--- src/design/sbl_pkg.sv ---
`timescale 1ns / 1ps

package sbl_pkg;

    // Fixed field widths.
    localparam int PIX_W     = 8;
    localparam int WREG_W    = 11;
    localparam int ROW_W     = 12;
    localparam int COL_OUT_W = 10;
    localparam int GRAD_W    = 11;
    localparam int SQ_W      = 20;
    localparam int SUM_W     = 21;
    localparam int VAL_W     = 16;
    localparam int ROOT_W    = 8;
    localparam int ROOT_STEPS = 8;

    // Smallest frame dimension that the block works with.
    localparam int MIN_DIM = 3;

    // Register reset values.
    localparam logic [WREG_W-1:0] WIDTH_RESET     = 11'd640;
    localparam logic [ROW_W-1:0]  HEIGHT_RESET    = 12'd480;
    localparam logic [ROW_W-1:0]  FIRST_ROW_RESET = 12'd0;

    // Saturated magnitude.
    localparam logic [PIX_W-1:0] SAT_MAX = 8'd255;

    // Register indexes on the configuration port.
    localparam logic [1:0] REG_IMAGE_WIDTH  = 2'd0;
    localparam logic [1:0] REG_IMAGE_HEIGHT = 2'd1;
    localparam logic [1:0] REG_FIRST_ROW    = 2'd2;

    // Input beat.
    typedef struct packed {
        logic [PIX_W-1:0] pixel;
        logic             frame_start;
    } pixel_beat_t;

    // Result beat.
    typedef struct packed {
        logic [PIX_W-1:0]     edge_res;
        logic [COL_OUT_W-1:0] center_col;
        logic [ROW_W-1:0]     center_row;
    } edge_beat_t;

    // Data handed from one square-root cell to the next.
    typedef struct packed {
        logic [VAL_W-1:0]     value;
        logic                 sat;
        logic [ROOT_W-1:0]    root;
        logic [COL_OUT_W-1:0] col;
        logic [ROW_W-1:0]     row;
    } root_beat_t;

    // Front end sequencer states.
    typedef enum logic {
        FE_IDLE,
        FE_WRITE
    } fe_state_t;

endpackage

--- src/design/sbl_grad.sv ---
`timescale 1ns / 1ps

module sbl_grad
    import sbl_pkg::*;
(
    input  logic                    clk,
    input  logic                    rst_n,
    input  logic                    advance,
    input  logic                    in_valid,
    input  logic [8:0][PIX_W-1:0]   win,
    input  logic [COL_OUT_W-1:0]    col,
    input  logic [ROW_W-1:0]        row,
    output logic                    out_valid,
    output root_beat_t              out_beat
);

    logic [9:0]              left_sum;
    logic [9:0]              right_sum;
    logic [9:0]              top_sum;
    logic [9:0]              bottom_sum;
    logic signed [GRAD_W-1:0] gx_next;
    logic signed [GRAD_W-1:0] gy_next;

    logic                     a_valid_reg;
    logic signed [GRAD_W-1:0] gx_reg;
    logic signed [GRAD_W-1:0] gy_reg;
    logic [COL_OUT_W-1:0]     a_col_reg;
    logic [ROW_W-1:0]         a_row_reg;

    logic signed [2*GRAD_W-1:0] prod_x;
    logic signed [2*GRAD_W-1:0] prod_y;
    logic                       b_valid_reg;
    logic [SQ_W-1:0]            sqx_reg;
    logic [SQ_W-1:0]            sqy_reg;
    logic [COL_OUT_W-1:0]       b_col_reg;
    logic [ROW_W-1:0]           b_row_reg;

    logic [SUM_W-1:0]           sum;
    logic                       c_valid_reg;
    root_beat_t                 c_beat_reg;

    // Weighted column and row sums of the window; the kernel is 1-2-1.
    always_comb
    begin
        left_sum   = {2'b00, win[0]} + {1'b0, win[3], 1'b0} + {2'b00, win[6]};
        right_sum  = {2'b00, win[2]} + {1'b0, win[5], 1'b0} + {2'b00, win[8]};
        top_sum    = {2'b00, win[0]} + {1'b0, win[1], 1'b0} + {2'b00, win[2]};
        bottom_sum = {2'b00, win[6]} + {1'b0, win[7], 1'b0} + {2'b00, win[8]};
        gx_next    = $signed({1'b0, right_sum}) - $signed({1'b0, left_sum});
        gy_next    = $signed({1'b0, bottom_sum}) - $signed({1'b0, top_sum});
    end

    // Stage A: gradients.
    always_ff @(posedge clk or negedge rst_n)
    begin
        if (!rst_n)
        begin
            a_valid_reg <= 1'b0;
        end
        else if (advance)
        begin
            a_valid_reg <= in_valid;
        end
    end

    always_ff @(posedge clk)
    begin
        if (advance)
        begin
            gx_reg    <= gx_next;
            gy_reg    <= gy_next;
            a_col_reg <= col;
            a_row_reg <= row;
        end
    end

    // Stage B: squares. The square of a gradient, at most 1020 in magnitude, fits in 20 bits.
    assign prod_x = gx_reg * gx_reg;
    assign prod_y = gy_reg * gy_reg;

    always_ff @(posedge clk or negedge rst_n)
    begin
        if (!rst_n)
        begin
            b_valid_reg <= 1'b0;
        end
        else if (advance)
        begin
            b_valid_reg <= a_valid_reg;
        end
    end

    always_ff @(posedge clk)
    begin
        if (advance)
        begin
            sqx_reg   <= prod_x[SQ_W-1:0];
            sqy_reg   <= prod_y[SQ_W-1:0];
            b_col_reg <= a_col_reg;
            b_row_reg <= a_row_reg;
        end
    end

    // Stage C: sum of squares and the saturation flag.
    assign sum = {1'b0, sqx_reg} + {1'b0, sqy_reg};

    always_ff @(posedge clk or negedge rst_n)
    begin
        if (!rst_n)
        begin
            c_valid_reg <= 1'b0;
        end
        else if (advance)
        begin
            c_valid_reg <= b_valid_reg;
        end
    end

    always_ff @(posedge clk)
    begin
        if (advance)
        begin
            c_beat_reg.value <= sum[VAL_W-1:0];
            c_beat_reg.sat   <= (sum[SUM_W-1:VAL_W] != '0);
            c_beat_reg.root  <= '0;
            c_beat_reg.col   <= b_col_reg;
            c_beat_reg.row   <= b_row_reg;
        end
    end

    assign out_valid = c_valid_reg;
    assign out_beat  = c_beat_reg;

endmodule

--- config.mk ---
export PLATFORM = sky130hd
export DESIGN_NAME = sbl_grad
export DESIGN_NICKNAME = d
export VERILOG_FILES = /design/src/design/sbl_pkg.sv /design/src/design/sbl_grad.sv
export SDC_FILE = /design/constraint.sdc
export NUM_CORES = 1
export LEC_CHECK = 0
export CORE_ASPECT_RATIO = 0.7
export CORE_MARGIN = 2
export CORE_UTILIZATION = 30
export CTS_CLUSTER_DIAMETER = 200
export CTS_CLUSTER_SIZE = 14
export DETAILED_ROUTE_END_ITERATION = 8
export DONT_BUFFER_PORTS = 1
export PLACE_DENSITY_LB_ADDON = 0.1
export REMOVE_ABC_BUFFERS = 1
export SKIP_CTS_REPAIR_TIMING = 1
export SLEW_MARGIN = 5
export SYNTH_ARGS = -nofsm -noshare
export SYNTH_HDL_FRONTEND = slang
export SYNTH_SLANG_ARGS = --single-unit
--- constraint.sdc ---
create_clock -name clk -period 13.8 [get_ports clk]
set_input_delay 0.69 -clock clk [delete_from_list [all_inputs] [get_ports clk]]
set_output_delay 0.69 -clock clk [all_outputs]
set_load 0.01 [all_outputs]
==> flow_summary.json <==
{
  "portBuffers": 0,
  "async_reset_ff_frac": 0.0205,
  "ant_nets": 0,
  "grt_pass1_vias": 8851,
  "ys_warn_count": 0,
  "hold_path_class": "input pin to flop",
  "die_area_sq_mm": 0.0518,
  "grt_usage": 0.127,
  "synth_area_sq_mm": 0.0150,
  "setup_tns_ps": 0,
  "fill_cells": 4960,
  "tritoncts": "yes",
  "synth_cells": 1299,
  "grt_pass1_wl_um": 50300,
  "yosysMostFrequentCell": "inv_1",
  "gp_congestion": 0.797,
  "synthFlopType": "edfxtp_1",
  "htreeDepth": 4,
  "vias_per_cell": 4.19,
  "rows": 68,
  "seq_area_frac_synth": 0.292,
  "netlist_top_cells_count": "inv_1, fa_1, edfxtp_1, ha_1, xnor2_1",
  "path_class": "flop to flop",
  "via_count": 8281,
  "fin_ws_ps": 7950,
  "cp-start-kind": "flop",
  "dp_slack_ps": 7920,
  "timing.hold.ws_ps": 337,
  "diodes": 0,
  "worstPathMaxFanout": 9,
  "max_cap_viol_count": 0,
  "drv_slew": 0,
  "first_pass_iters": 4,
  "clkTransAtPathRegs_ps": 70,
  "netlist.area_leader.share": 0.334,
  "io_pins": 146,
  "routed_wl_um": 30900,
  "grt_max_degree": 147,
  "period_share": 0.424,
  "netlist-cell-type-count": 53,
  "synth_edf_count": 143,
  "synth_area_leaders": "fa_1, edfxtp_1, ha_1",
  "synth_top_area_cell": "fa_1",
  "core_area_sq_mm": 0.0493,
  "ctsLongestPathBuffers": 2,
  "ys_ff_latch": 146,
  "finalNonFillerCells": 1978,
  "cp-end-kind": "flop",
  "cts.sinks": 146,
  "die-height_um": 191,
  "cp.required_ps": 13980,
  "fin_crit_ps": 5850,
  "root_buffer": "clkbuf_16",
  "drive_above_1_share": 0.0358,
  "die_w_um": 271,
  "nets": 1775,
  "grt.overflow.total": 0,
  "area_delta_synth_final_pct": 8.86,
  "fmax_mhz": 171,
  "antenna_found_initial": 1,
  "detail_route.iter0.violations": 292,
  "largest_register_ffs": 39,
  "synth_area_per_cell_sq_um": 11.5,
  "routedWlPerCell_um": 15.6,
  "placedCellCount": 1945,
  "cts_buffers": 17,
  "insertion_delay_ps": 440,
  "worst_slew_pin_slew_ps": 631,
  "arrival_ps": 6030,
  "hpwl_um": 26000,
  "setup_violations": 0,
  "rsz0062_at_grt": "no",
  "status": "completed",
  "fin_worst_skew_ps": 15.2,
  "initial_utilization": 0.304,
  "drc_errors": 0,
  "hold_viol": 0,
  "slew_headroom": 0.579
}
[cell families after synthesis]
group / Yosys count / synth area share
AOI/OAI and AO/OA: 111 / 0.0525
xor gates and xnor gates: 79 / 0.0462
adders and majority gates: 377 / 0.440
buffers and inverters: 359 / 0.0920
DFF: 146 / 0.292
muxes: 5 / 0.00359
other: 1 / 0.000250
and+or+nand+nor: 221 / 0.0734
[routing by layer]
layer,vias up,track usage,routed length [um]
met5,-,0,11
met4,2,0.0291,280
met3,16,0.0427,2170
met1,4057,0.190,16200
met2,164,0.176,12200
li1,4042,-,-
[final cells by class]
class	instances	area (sq um)	share of cell area
clock inverter	14	158	0.00967
timing repair buffer	1	10.0	0.000614
inverter	333	1250	0.0767
multi-input combinational	801	9260	0.568
sequential	146	4370	0.268
clock buffer	18	429	0.0263
tap	665	832	0.0510
[placed cells by master, fill, tap and decap left out, drive strengths merged, types with 3 or more instances in the layout]
cell and instances:
nand2b 6, nor3 9, a41oi 3, a21boi 4, clkinvlp 4, o21a 11, mux2 3, nand4 4
xor2 14, dfrtp 3, and3 3, inv 335, nor2b 24, nor2 45, a21oi 28, a21o 15
o21ai 14, nand3 6, ha 127, clkinv 6, o211ai 3, o41ai 3, a31oi 5, xnor2 65
edfxtp 143, nand2 62, o21bai 4, or2 6, and2 46, or3 6, fa 250, clkbuf 18
conb 8, a31o 3
[worst max-delay path, stage by stage, from the launching register on]
cell,delay [ps]
edfxtp_1,680
inv_1,290
nor2_1,340
fa_1,470
fa_1,460
fa_1,520
fa_1,550
inv_1,50
fa_1,470
inv_1,40
ha_1,340
a21oi_1,220
o22ai_1,120
or3_1,310
o221a_2,270
o41ai_1,310
xnor2_1,140
[metrics by stage]
stage,utilization,instance area (sq um)
after floorplan,-,14900
after global placement,0.319,15700
after detailed placement,0.319,15700
after CTS,0.331,16300
after global routing,0.331,16300
final,0.331,16300
[worst paths after layout]
check                        startpoint      endpoint  slack, ps  depth (start not counted)
min                              col[6]  a_col_reg[6]        340                          0
max in group asynchronous         rst_n   b_valid_reg      13150                          1
max                           gy_reg[4]   sqy_reg[18]       7950                         16
min reg2reg                b_row_reg[9]   out_beat[9]        420                          0
min in group asynchronous         rst_n   a_valid_reg        500                          1
max reg2reg                   gy_reg[4]   sqy_reg[18]       7950                         16
Power is left out: the tool's default activity adds up to more than one toggle a clock period on the data nets, which glitch-free logic cannot reach.
