**src/design/sbl_pkg.sv**
```systemverilog
`timescale 1ns / 1ps

package sbl_pkg;

    // Fixed field widths.
    localparam int PIX_W     = 8;
    localparam int WREG_W    = 11;
    localparam int ROW_W     = 12;
    localparam int COL_OUT_W = 10;
    localparam int GRAD_W    = 11;
    localparam int SQ_W      = 20;
    localparam int SUM_W     = 21;
    localparam int VAL_W     = 16;
    localparam int ROOT_W    = 8;
    localparam int ROOT_STEPS = 8;

    // Smallest frame dimension that the block works with.
    localparam int MIN_DIM = 3;

    // Register reset values.
    localparam logic [WREG_W-1:0] WIDTH_RESET     = 11'd640;
    localparam logic [ROW_W-1:0]  HEIGHT_RESET    = 12'd480;
    localparam logic [ROW_W-1:0]  FIRST_ROW_RESET = 12'd0;

    // Saturated magnitude.
    localparam logic [PIX_W-1:0] SAT_MAX = 8'd255;

    // Register indexes on the configuration port.
    localparam logic [1:0] REG_IMAGE_WIDTH  = 2'd0;
    localparam logic [1:0] REG_IMAGE_HEIGHT = 2'd1;
    localparam logic [1:0] REG_FIRST_ROW    = 2'd2;

    // Input beat.
    typedef struct packed {
        logic [PIX_W-1:0] pixel;
        logic             frame_start;
    } pixel_beat_t;

    // Result beat.
    typedef struct packed {
        logic [PIX_W-1:0]     edge_res;
        logic [COL_OUT_W-1:0] center_col;
        logic [ROW_W-1:0]     center_row;
    } edge_beat_t;

    // Data handed from one square-root cell to the next.
    typedef struct packed {
        logic [VAL_W-1:0]     value;
        logic                 sat;
        logic [ROOT_W-1:0]    root;
        logic [COL_OUT_W-1:0] col;
        logic [ROW_W-1:0]     row;
    } root_beat_t;

    // Front end sequencer states.
    typedef enum logic {
        FE_IDLE,
        FE_WRITE
    } fe_state_t;

endpackage

```
**src/design/sbl_root_cell.sv**
```systemverilog
`timescale 1ns / 1ps

module sbl_root_cell
    import sbl_pkg::*;
(
    input  logic       clk,
    input  logic       rst_n,
    input  logic       advance,
    input  logic [2:0] bit_idx,
    input  logic       in_valid,
    input  root_beat_t in_beat,
    output logic       out_valid,
    output root_beat_t out_beat
);

    logic [ROOT_W-1:0]  trial;
    logic [2*ROOT_W-1:0] trial_sq;
    root_beat_t         beat_next;
    logic               valid_reg;
    root_beat_t         beat_reg;

    // Try to set one bit of the root; keep it if the square still fits.
    always_comb
    begin
        trial     = in_beat.root | (ROOT_W'(1) << bit_idx);
        trial_sq  = trial * trial;
        beat_next = in_beat;
        if (trial_sq <= in_beat.value)
        begin
            beat_next.root = trial;
        end
    end

    always_ff @(posedge clk or negedge rst_n)
    begin
        if (!rst_n)
        begin
            valid_reg <= 1'b0;
        end
        else if (advance)
        begin
            valid_reg <= in_valid;
        end
    end

    always_ff @(posedge clk)
    begin
        if (advance)
        begin
            beat_reg <= beat_next;
        end
    end

    assign out_valid = valid_reg;
    assign out_beat  = beat_reg;

endmodule

```
**config.mk**
```make
export PLATFORM = sky130hd
export DESIGN_NAME = sbl_root_cell
export DESIGN_NICKNAME = d
export VERILOG_FILES = /design/src/design/sbl_pkg.sv /design/src/design/sbl_root_cell.sv
export SDC_FILE = /design/constraint.sdc
export NUM_CORES = 1
export LEC_CHECK = 0
export BUFFER_PORTS_ARGS = -buffer_cell sky130_fd_sc_hd__buf_2
export CORE_MARGIN = 2
export CORE_UTILIZATION = 35
export CTS_CLUSTER_DIAMETER = 50
export CTS_CLUSTER_SIZE = 25
export DETAILED_ROUTE_END_ITERATION = 7
export PLACE_DENSITY_LB_ADDON = 0.25
export SLEW_MARGIN = 20
export SYNTH_ARGS = -nofsm -noshare
export SYNTH_HDL_FRONTEND = slang
export SYNTH_SLANG_ARGS = --single-unit
export TNS_END_PERCENT = 1
```
**constraint.sdc**
```tcl
create_clock -name clk -period 0.8 [get_ports clk]
set_clock_uncertainty 0.1 [all_clocks]
set_input_delay 0.04 -clock clk [delete_from_list [all_inputs] [get_ports clk]]
set_output_delay 0.04 -clock clk [all_outputs]
set_load 0.01 [all_outputs]
```
==> flow_metrics.env, run 1 <==
export IMPL_run_status="complete, but fails checks"
export IMPL_failing_checks="hold timing, setup timing"
export IMPL_slew_viol_final=0
export IMPL_clkLatencyLatePin_ps=300
export IMPL_timing_final_setup_violations=57
export IMPL_core_area_sq_um=10280
export IMPL_critical_path_startpoint_type="input pin"
export IMPL_cp_arrival_ps=4950
export IMPL_worst_setup_path_end_kind="flop"
export IMPL_synth_warning_count=0
export IMPL_top_cell_type_by_total_area_after_synthesis="edfxtp_1"
export IMPL_timing_worst_slew_pin_value_ps=326.5
export IMPL_hold_violations=7
export IMPL_globalRoute_totalOverflow=0
export IMPL_postRouteWirelength_um=8509
export IMPL_avgRoutedWirePerCell_um=12.28
export IMPL_ys_ff_latch=48
export IMPL_fin_crit_ps=4997
export IMPL_path_clk_slew_ps=80
export IMPL_die_area_sq_um=11350
export IMPL_pin_count=102
export IMPL_overall_track_demand_over_capacity_in_global_routing=0.1543
export IMPL_detailedPlacementHpwl_um=6757
export IMPL_postSynthAreaPerCell_sq_um=10.98
export IMPL_post_route_util=0.5491
export IMPL_grt_pass1_vias=3231
export IMPL_floorplan_initialDensity=0.3580
export IMPL_clock_tree_root_cell="clkbuf_8"
export IMPL_final_area_sq_um=5643
export IMPL_final_cell_mix="buf_2 (99), buf_4 (73), inv_1 (64)"
export IMPL_syn_to_final_growth_pct=53.35
export IMPL_synthDominantCellAreaShare=0.3835
export IMPL_synth_area_leaders="edfxtp_1 (38%), ha_1 (15%), fa_1 (14%), inv_1 (6.8%), nor2_1 (3.2%)"
export IMPL_tritoncts_clock_tree="done"
export IMPL_max_freq_mhz=200.1
export IMPL_cts_buffers_inserted=5
export IMPL_worstReg2RegStart="out_valid$_DFFE_PN0P_"
export IMPL_timing_slew_headroom=0.7805
export IMPL_detailroute_via_count=3174
export IMPL_cts_path_max_buffers=2
export IMPL_antennaDiodeCount=0
export IMPL_core_rowCount=37
export IMPL_routed_via_density=4.580
export IMPL_finalWorstSetupSlack_ps=-4197
export IMPL_post_synth_edffs=47
export IMPL_cellPowerDensity_nw_per_um2=2760
export IMPL_placedInstanceArea_sq_um=5004
export IMPL_number_of_buffer_cells_added_on_primary_ports=101
export IMPL_die_height_um=106.5
export IMPL_ir_worst_vdd_mv=1.542
export IMPL_final_layout_size_suffix_gt1_frac=0.4057
export IMPL_hold_worst_slack_ps=-115.5
export IMPL_remaining_antenna_violation_count_after_routing=0
export IMPL_finalNonFillerCells=693
export IMPL_post_synthesis_cells=335
export IMPL_worstPathMaxFanout=8
export IMPL_synthArstFlopShare=0.02083
export IMPL_gpl_final_weighted_congestion=0.8022
export IMPL_hold_class="input pin to flop"
export IMPL_synthFlopType="edfxtp_1"
export IMPL_postSynthNetCount=459
export IMPL_cp_required_ps=750
export IMPL_detailedRoute_firstIterationViolations=82
export IMPL_syn_cell_area_sq_um=3680
export IMPL_die_width_um=106.5
export IMPL_cts_hold_buf=41
export IMPL_maxCapViolations=0
export IMPL_wire_length_of_the_first_global_routing_pass_um=14070
export IMPL_seq_area_frac_synth=0.3903
export IMPL_post_route_period_util=6.247
export IMPL_leakage_nw=2.745
export IMPL_yosysUniqueCellTypes=47
export IMPL_drt_pre_antenna_iters=4
export IMPL_filler_cell_count=940
export IMPL_number_of_sinks_handled_by_clock_tree_synthesis=48
export IMPL_layout_cells_most_common="buf_2"
export IMPL_cts_max_level=2
export IMPL_cp_startpoint="bit_idx[0]"
export IMPL_placedCellCount=643
export IMPL_pin_count_of_the_biggest_net_entering_global_routing=16
export IMPL_initial_antenna_violation_count=0
export IMPL_route_detailed_drc=0
export IMPL_critical_setup_path_kind="input pin to flop"
export IMPL_worstHoldStart="in_valid"
export IMPL_design_final_nets=680
export IMPL_unrepaired_setup_endpoints_after_global_routing="yes"
-- flip-flops by register name, summed over array words and instances (netlist names) --
| register | flops |
|---|---|
| out_beat | 47 |
| out_valid | 1 |
-- final cells by class --
cell class / instances / area (sq um) / area share
timing repair buffer: 217 / 1526 / 0.2705
sequential: 48 / 1436 / 0.2545
clock inverter: 3 / 42.54 / 0.007539
tap: 136 / 170.2 / 0.03016
multi-input combinational: 215 / 2132 / 0.3778
inverter: 69 / 266.5 / 0.04723
clock buffer: 5 / 68.82 / 0.01220
-- critical path: stages --
cell	delay (ps)
buf_12	120
nor2_4	120
a21oi_4	80
or2_4	270
fa_1	480
inv_1	60
fa_1	520
inv_1	50
fa_1	450
fa_1	510
inv_2	50
ha_4	280
and4_1	200
a21oi_2	70
a31oi_1	240
a21oi_1	120
xnor2_1	140
ha_1	310
nand4_1	170
nor2_1	170
o21ai_2	90
a21oi_4	300
o21bai_1	120
-- stage by stage --
step,setup WS [ps],TNS (ps),power [mW]
after global routing,-4491,-44950,17.20
after detailed placement,-4731,-40960,13.35
final,-4197,-40840,15.57
after floorplan,-4152,-33130,9.749
after CTS,-4181,-41330,15.55
after global placement,-4645,-40160,13.17
-- cells by family after synthesis --
group                      after synthesis  synth area share
muxes                                    1          0.003060
xor gates and xnor gates                15           0.03570
buffers and inverters                   72           0.07480
adders and majority gates               70            0.2890
and+or+nand+nor                         70           0.09249
AOI/OAI and AO/OA                       59            0.1146
DFF                                     48            0.3903
-- timing repair --
item                       in CTS  in global routing
resized for setup              21                  6
setup endpoints to repair      57                 58
setup buffers                   1                  1
hold endpoints to repair       48                  6
pin swaps                      25                  9
-- metal layers --
| layer | vias to the layer above | share of wire | track usage |
|---|---|---|---|
| li1 | 1576 | - | - |
| met1 | 1532 | 0.43 | 0.1852 |
| met2 | 60 | 0.53 | 0.2848 |
| met3 | 6 | 0.032 | 0.01717 |
| met4 | 0 | 0.014 | 0.05380 |
| met5 | - | 0 | 0 |
-- where the power goes --
group          internal [mW]  total [mW]  leakage, nW  switching [mW]
clock network          0.925        1.71       0.0558           0.784
logic                   5.34        10.7         2.22            5.40
registers               3.06        3.12        0.473          0.0637
total                   9.32        15.6         2.75            6.25
-- final timing paths --
check	endpoint	slack, ps	cells after the start
max reg2reg	out_valid$_DFFE_PN0P_	-70	1
max	out_beat[28]$_DFFE_PP_	-4200	23
min in group asynchronous	out_valid$_DFFE_PN0P_	60	3
max in group asynchronous	out_valid$_DFFE_PN0P_	460	3
min reg2reg	out_valid$_DFFE_PN0P_	440	1
min	out_valid$_DFFE_PN0P_	-120	2
-- synth_stat cells (3+ instances only) --
| master | number |
|---|---|
| a31oi_1 | 3 |
| ha_1 | 45 |
| xnor2_1 | 11 |
| nand2_1 | 11 |
| a21oi_1 | 15 |
| and3_1 | 3 |
| nor2_2 | 3 |
| o21bai_1 | 8 |
| nor2_1 | 31 |
| fa_1 | 25 |
| inv_1 | 67 |
| nand4_1 | 4 |
| a21o_1 | 3 |
| nor3_1 | 3 |
| a21oi_2 | 6 |
| edfxtp_1 | 47 |
| xor2_1 | 4 |
| o21ai_0 | 8 |
(Power assumes the default switching activity.)
==> run 2, diff against run 1 <==
--- a/config.mk
+++ b/config.mk
@@ -7,11 +7,12 @@
 export LEC_CHECK = 0
 export BUFFER_PORTS_ARGS = -buffer_cell sky130_fd_sc_hd__buf_2
 export CORE_MARGIN = 2
-export CORE_UTILIZATION = 35
+export CORE_UTILIZATION = 31
+export CTS_BUF_LIST = sky130_fd_sc_hd__clkbuf_4
 export CTS_CLUSTER_DIAMETER = 50
 export CTS_CLUSTER_SIZE = 25
 export DETAILED_ROUTE_END_ITERATION = 7
-export PLACE_DENSITY_LB_ADDON = 0.25
+export PLACE_DENSITY_LB_ADDON = 0.15
 export SLEW_MARGIN = 20
 export SYNTH_ARGS = -nofsm -noshare
 export SYNTH_HDL_FRONTEND = slang
==> flow_metrics.env, run 2 (same netlist as run 1, synthesis figures left out) <==
export IMPL_run_status="complete, but fails checks"
export IMPL_die_height_um=113.0
export IMPL_cts_buffers_inserted=5
export IMPL_wire_length_of_the_first_global_routing_pass_um=13640
export IMPL_core_rowCount=39
export IMPL_clock_tree_root_cell="clkbuf_4"
export IMPL_crit_slowest_cell="fa_1"
export IMPL_cp_startpoint="bit_idx[2]"
export IMPL_hold_class="input pin to flop"
export IMPL_ir_worst_vdd_mv=1.613
export IMPL_initial_antenna_violation_count=1
export IMPL_worstReg2RegStart="out_valid$_DFFE_PN0P_"
export IMPL_cts_max_level=2
export IMPL_maxCapViolations=0
export IMPL_rr_worst_depth=1
export IMPL_timing_worst_slew_pin_value_ps=324.9
export IMPL_timing_final_setup_violations=57
export IMPL_core_area_sq_um=11520
export IMPL_final_layout_size_suffix_gt1_frac=0.4336
export IMPL_die_area_sq_um=12760
export IMPL_design_final_nets=688
export IMPL_hold_violations=11
export IMPL_timing_slew_headroom=0.7834
export IMPL_detailroute_via_count=3142
export IMPL_final_area_sq_um=5867
export IMPL_syn_to_final_growth_pct=59.44
export IMPL_cp_arrival_ps=4890
export IMPL_path_common_cell="fa_1"
export IMPL_critical_path_startpoint_type="input pin"
export IMPL_r2r_endpoint="out_valid$_DFFE_PN0P_"
export IMPL_cellPowerDensity_nw_per_um2=2829
export IMPL_failing_checks="DRC, hold timing, setup timing"
export IMPL_finalWorstSetupSlack_ps=-4045
export IMPL_layout_cells_most_common="buf_2"
export IMPL_fin_crit_ps=4845
export IMPL_post_route_period_util=6.056
export IMPL_globalRoute_totalOverflow=0
export IMPL_unrepaired_setup_endpoints_after_global_routing="yes"
export IMPL_overall_track_demand_over_capacity_in_global_routing=0.1324
export IMPL_pin_count=102
export IMPL_pin_count_of_the_biggest_net_entering_global_routing=17
export IMPL_cts_path_max_buffers=2
export IMPL_critical_setup_path_kind="input pin to flop"
export IMPL_die_width_um=113.0
export IMPL_cp_required_ps=840
export IMPL_largest_register_ffs=47
export IMPL_placedInstanceArea_sq_um=5057
export IMPL_grt_pass1_vias=3052
export IMPL_pre_cts_setup_slack_ps=-4656
export IMPL_avgRoutedWirePerCell_um=12.09
export IMPL_leakage_nw=2.814
export IMPL_detailedPlacementHpwl_um=6666
export IMPL_crit_path_max_incr_delay_ps=530
export IMPL_critical_path_cell_chain="buf_12, nor2b_4, a21oi_4, or2_1, fa_1, inv_2, fa_1, inv_1, fa_1, fa_1, inv_2, ha_4, and4_4, a21oi_4, nand2_2, o41ai_4, xnor2_1, ha_1, nand4_1, nor2_1, o21ai_1, a21oi_2, buf_6, o21bai_1"
export IMPL_number_of_buffer_cells_added_on_primary_ports=101
export IMPL_postRouteWirelength_um=8573
export IMPL_setup_reg_to_reg_worst_slack_ps=-50
export IMPL_clkLatencyLatePin_ps=370
export IMPL_tritoncts_clock_tree="done"
export IMPL_gpl_final_weighted_congestion=0.8019
export IMPL_path_clk_slew_ps=140
export IMPL_final_cell_mix="buf_2 (98), buf_4 (73), inv_1 (62)"
export IMPL_routed_via_density=4.432
export IMPL_route_detailed_drc=12
export IMPL_drt_pre_antenna_iters=8
export IMPL_hold_worst_slack_ps=-128.6
export IMPL_max_freq_mhz=206.4
export IMPL_floorplan_initialDensity=0.3195
export IMPL_worst_setup_path_end_kind="flop"
export IMPL_detailedRoute_firstIterationViolations=155
export IMPL_remaining_antenna_violation_count_after_routing=0
export IMPL_critical_path_capture_point="out_beat[25]$_DFFE_PP_"
export IMPL_worstPathMaxFanout=8
export IMPL_slew_viol_final=0
export IMPL_number_of_sinks_handled_by_clock_tree_synthesis=48
run 2: worst max-delay path: cells and delay by family:
| kind | cells | cell delay, ps |
|---|---|---|
| buf+inv | 5 | 380 |
| xor+xnor | 1 | 120 |
| compound gates | 6 | 860 |
| simple gates | 6 | 980 |
| fa+ha+maj | 6 | 2490 |
run 2: layout make-up:
type                            instances  area, sq um
Timing Repair Buffer                  225         1628
Fill cell                            1064         5649
Antenna cell                            1        2.502
Clock buffer                            5        37.54
Inverter                               69        266.5
Tap cell                              143        178.9
Clock inverter                          3        68.82
Sequential cell                        48         1436
Multi-Input combinational cell        215         2248
run 2: worst min path at each step:
stage	from	to	slack (ps)	cells after the start
4_1_cts	in_beat[25]	out_beat[25]$_DFFE_PP_	-130	2
3_3_place_gp	rst_n	out_valid$_DFFE_PN0P_	-290	1
6_report	in_beat[24]	out_beat[24]$_DFFE_PP_	-130	2
3_5_place_dp	rst_n	out_valid$_DFFE_PN0P_	-280	1
5_1_grt	in_beat[28]	out_beat[28]$_DFFE_PP_	-130	2
2_1_floorplan	rst_n	out_valid$_DFFE_PN0P_	-360	0
run 2: power by group:
group | total (mW) | switching, mW | internal (mW)
logic | 11.7 | 5.92 | 5.75
clock network | 1.81 | 0.828 | 0.984
registers | 3.11 | 0.0569 | 3.06
total | 16.6 | 6.80 | 9.79
run 2: metal layers:
layer / part of all wire / GRT usage / vias up
li1: - / - / 1595
met5: 0 / 0 / -
met4: 0.013 / 0.03902 / 0
met2: 0.51 / 0.2325 / 54
met1: 0.44 / 0.1691 / 1487
met3: 0.035 / 0.02089 / 6
run 2: stage by stage:
step / instances / setup TNS, ps / power, mW / utilization / hold WS, ps
after floorplan: 335 / -33130 / 9.749 / - / -355.6
after global placement: 651 / -38380 / 13.18 / 0.4392 / -285.1
after detailed placement: 651 / -38670 / 13.24 / 0.4392 / -281.7
after CTS: 705 / -45210 / 15.96 / 0.4961 / -132.0
after global routing: 709 / -48620 / 18.14 / 0.5095 / -133.2
final: 709 / -44090 / 16.60 / 0.5095 / -128.6
run 2: what timing repair did:
| item | CTS | global route |
|---|---|---|
| hold buffers | 42 | 1 |
| gates resized for setup | 22 | 29 |
| pin swaps | 21 | 24 |
| setup endpoints to repair | 57 | 57 |
| endpoints found under the hold margin | 52 | 12 |
| buffers inserted | 4 | 3 |
==> run 3, diff against run 2 <==
==> constraint.sdc (replaced) <==
create_clock -name clk -period 4.1 [get_ports clk]
set_clock_uncertainty 0.1 [all_clocks]
set_input_delay 0.205 -clock clk [delete_from_list [all_inputs] [get_ports clk]]
set_output_delay 0.205 -clock clk [all_outputs]
set_load 0.01 [all_outputs]
==> flow_metrics.env, run 3 (same netlist as run 1, synthesis figures left out) <==
export IMPL_power_share_sequential=0.197
export IMPL_overall_track_demand_over_capacity_in_global_routing=0.1293
export IMPL_routed_via_density=4.438
export IMPL_critical_setup_path_kind="input pin to flop"
export IMPL_finalWorstSetupSlack_ps=-936.7
export IMPL_remaining_antenna_violation_count_after_routing=0
export IMPL_ir_worst_vdd_mv=0.2457
export IMPL_power_frac_comb=0.708
export IMPL_die_area_sq_um=12760
export IMPL_swShare=0.4219
export IMPL_post_route_period_util=1.228
export IMPL_critical_path_startpoint_type="input pin"
export IMPL_globalRoute_totalOverflow=0
export IMPL_detailroute_via_count=3071
export IMPL_floorplan_initialDensity=0.3195
export IMPL_path_clk_slew_ps=140
export IMPL_pre_cts_setup_slack_ps=-1579
export IMPL_clkLatencyLatePin_ps=370
export IMPL_cellPowerDensity_nw_per_um2=549.1
export IMPL_syn_to_final_growth_pct=52.98
export IMPL_total_switching_power_mw=1.304
export IMPL_r2r_endpoint="out_valid$_DFFE_PN0P_"
export IMPL_worstPathMaxFanout=8
export IMPL_final_area_sq_um=5629
export IMPL_largest_register_ffs=47
export IMPL_postRouteWirelength_um=8316
export IMPL_min_path_cells=2
export IMPL_route_detailed_drc=12
export IMPL_tritoncts_clock_tree="done"
export IMPL_critical_path_cell_chain="buf_12, nor2b_4, a21oi_4, or2_1, fa_1, inv_1, fa_1, inv_1, fa_1, fa_1, inv_2, ha_4, and4_1, a21oi_2, a31oi_2, a21oi_1, xnor2_1, ha_1, nand4_1, nor2_1, o21ai_2, a21oi_4, o21bai_1"
export IMPL_cts_path_max_buffers=2
export IMPL_maxCapViolations=0
export IMPL_crit_slowest_cell="fa_1"
export IMPL_drt_pre_antenna_iters=8
export IMPL_avgRoutedWirePerCell_um=12.02
export IMPL_max_freq_mhz=198.5
export IMPL_grt_pass1_vias=2989
export IMPL_timing_final_setup_violations=8
export IMPL_timing_worst_slew_pin_value_ps=1052
export IMPL_leakage_nw=2.690
export IMPL_pin_count_of_the_biggest_net_entering_global_routing=49
export IMPL_detailedRoute_firstIterationViolations=177
export IMPL_setup_reg_to_reg_worst_slack_ps=3240
export IMPL_layout_cells_most_common="buf_2"
export IMPL_worstReg2RegStart="out_valid$_DFFE_PN0P_"
export IMPL_clock_tree_root_cell="clkbuf_4"
export IMPL_filler_cell_count=1085
export IMPL_hold_class="input pin to flop"
export IMPL_cts_buffers_inserted=5
export IMPL_hold_violations=0
export IMPL_crit_path_max_incr_delay_ps=530
export IMPL_cp_num_buf_inv=4
export IMPL_gpl_final_weighted_congestion=0.7950
export IMPL_cts_max_level=2
export IMPL_p_clk_frac=0.095
export IMPL_initial_antenna_violation_count=1
export IMPL_detailedPlacementHpwl_um=6493
export IMPL_register_area_sq_um=1436
export IMPL_multi_input_area_sq_um=2208
export IMPL_number_of_sinks_handled_by_clock_tree_synthesis=48
export IMPL_final_layout_size_suffix_gt1_frac=0.4069
export IMPL_design_final_nets=671
export IMPL_core_rowCount=39
export IMPL_run_status="complete, but fails checks"
export IMPL_rr_worst_depth=1
export IMPL_failing_checks="DRC, setup timing"
export IMPL_number_of_buffer_cells_added_on_primary_ports=101
export IMPL_pin_count=102
export IMPL_timing_slew_headroom=0.2988
export IMPL_die_width_um=113.0
export IMPL_placedInstanceArea_sq_um=4910
export IMPL_fin_crit_ps=5037
export IMPL_unrepaired_setup_endpoints_after_global_routing="yes"
export IMPL_die_height_um=113.0
export IMPL_core_area_sq_um=11520
export IMPL_cp_required_ps=4140
export IMPL_worst_setup_path_end_kind="flop"
export IMPL_hold_critical_path_endpoint="out_beat[25]$_DFFE_PP_"
export IMPL_hold_worst_slack_ps=36.96
export IMPL_path_common_cell="fa_1"
export IMPL_final_cell_mix="buf_2 (98), inv_1 (65), buf_4 (63)"
export IMPL_cpLargestDelayFamily="adder cells"
export IMPL_wire_length_of_the_first_global_routing_pass_um=13340
export IMPL_slew_viol_final=0
export IMPL_p_int_mw=1.787
export IMPL_worstHoldStart="in_beat[25]"
export IMPL_cp_arrival_ps=5070
==> run 3: changes by cell type in the layout (fill, tap and decap cells not counted), moves of 2 or more <==
cell      before  now
buf_4         73   63
buf_6          7    3
buf_12         4    1
inv_1         62   65
inv_2          6    3
nand2b_4       2    0
o21ai_1        5    3
o21ai_2        0    2
==> run 3: repair_timing <==
| action | CTS | global route |
|---|---|---|
| setup buffers | 3 | 1 |
| resized for setup | 20 | 18 |
| gates cloned | 0 | 0 |
| hold endpoints to repair | 41 | 0 |
| hold buffers | 42 | 0 |
| setup endpoints to repair | 8 | 8 |
| pin swaps | 20 | 21 |
==> run 3: per-stage QoR <==
step / power, mW / utilization / instances / setup TNS [ps]
CTS: 3.030 / 0.4799 / 690 / -7468
finish: 3.091 / 0.4888 / 692 / -7459
global route: 3.397 / 0.4888 / 692 / -9232
detailed placement: 2.571 / 0.4263 / 638 / -12500
global placement: 2.552 / 0.4263 / 638 / -11950
floorplan: 1.902 / - / 335 / -7985
==> run 3: how the worst max path moves through the flow <==
stage | to | cells after the start | slack, ps | startpoint
finish | out_beat[25]$_DFFE_PP_ | 23 | -940 | bit_idx[2]
global placement | out_beat[22]$_DFFE_PP_ | 22 | -1500 | bit_idx[1]
detailed placement | out_beat[29]$_DFFE_PP_ | 25 | -1580 | bit_idx[0]
floorplan | out_beat[22]$_DFFE_PP_ | 24 | -1020 | bit_idx[1]
CTS | out_beat[29]$_DFFE_PP_ | 23 | -960 | bit_idx[0]
global route | out_beat[22]$_DFFE_PP_ | 23 | -1170 | bit_idx[2]
==> run 3: power groups by stage <==
| stage | clock [mW] | sequential (mW) | combinational, mW |
|---|---|---|---|
| 6_report | 0.294 | 0.608 | 2.19 |
| 3_3_place_gp | 0 | 0.619 | 1.93 |
| 4_1_cts | 0.309 | 0.609 | 2.11 |
| 2_1_floorplan | 0 | 0.648 | 1.25 |
| 3_5_place_dp | 0 | 0.620 | 1.95 |
| 5_1_grt | 0.320 | 0.613 | 2.46 |
==> run 3: area by class of cell <==
type / instances / area share
Clock buffer: 5 / 0.006668
Multi-Input combinational cell: 215 / 0.3923
Antenna cell: 1 / 0.0004445
Clock inverter: 3 / 0.008224
Inverter: 69 / 0.04734
Timing Repair Buffer: 208 / 0.2581
Sequential cell: 48 / 0.2552
Tap cell: 143 / 0.03178
==> run 3: per-layer routing <==
| metal | up-vias | share of wire | GRT usage | wire, um |
|---|---|---|---|---|
| met2 | 60 | 0.50 | 0.2313 | 4188 |
| met3 | 5 | 0.039 | 0.02089 | 322 |
| met1 | 1448 | 0.44 | 0.1604 | 3695 |
| met5 | - | 0 | 0 | 0 |
| li1 | 1558 | - | - | - |
| met4 | 0 | 0.013 | 0.03984 | 110 |
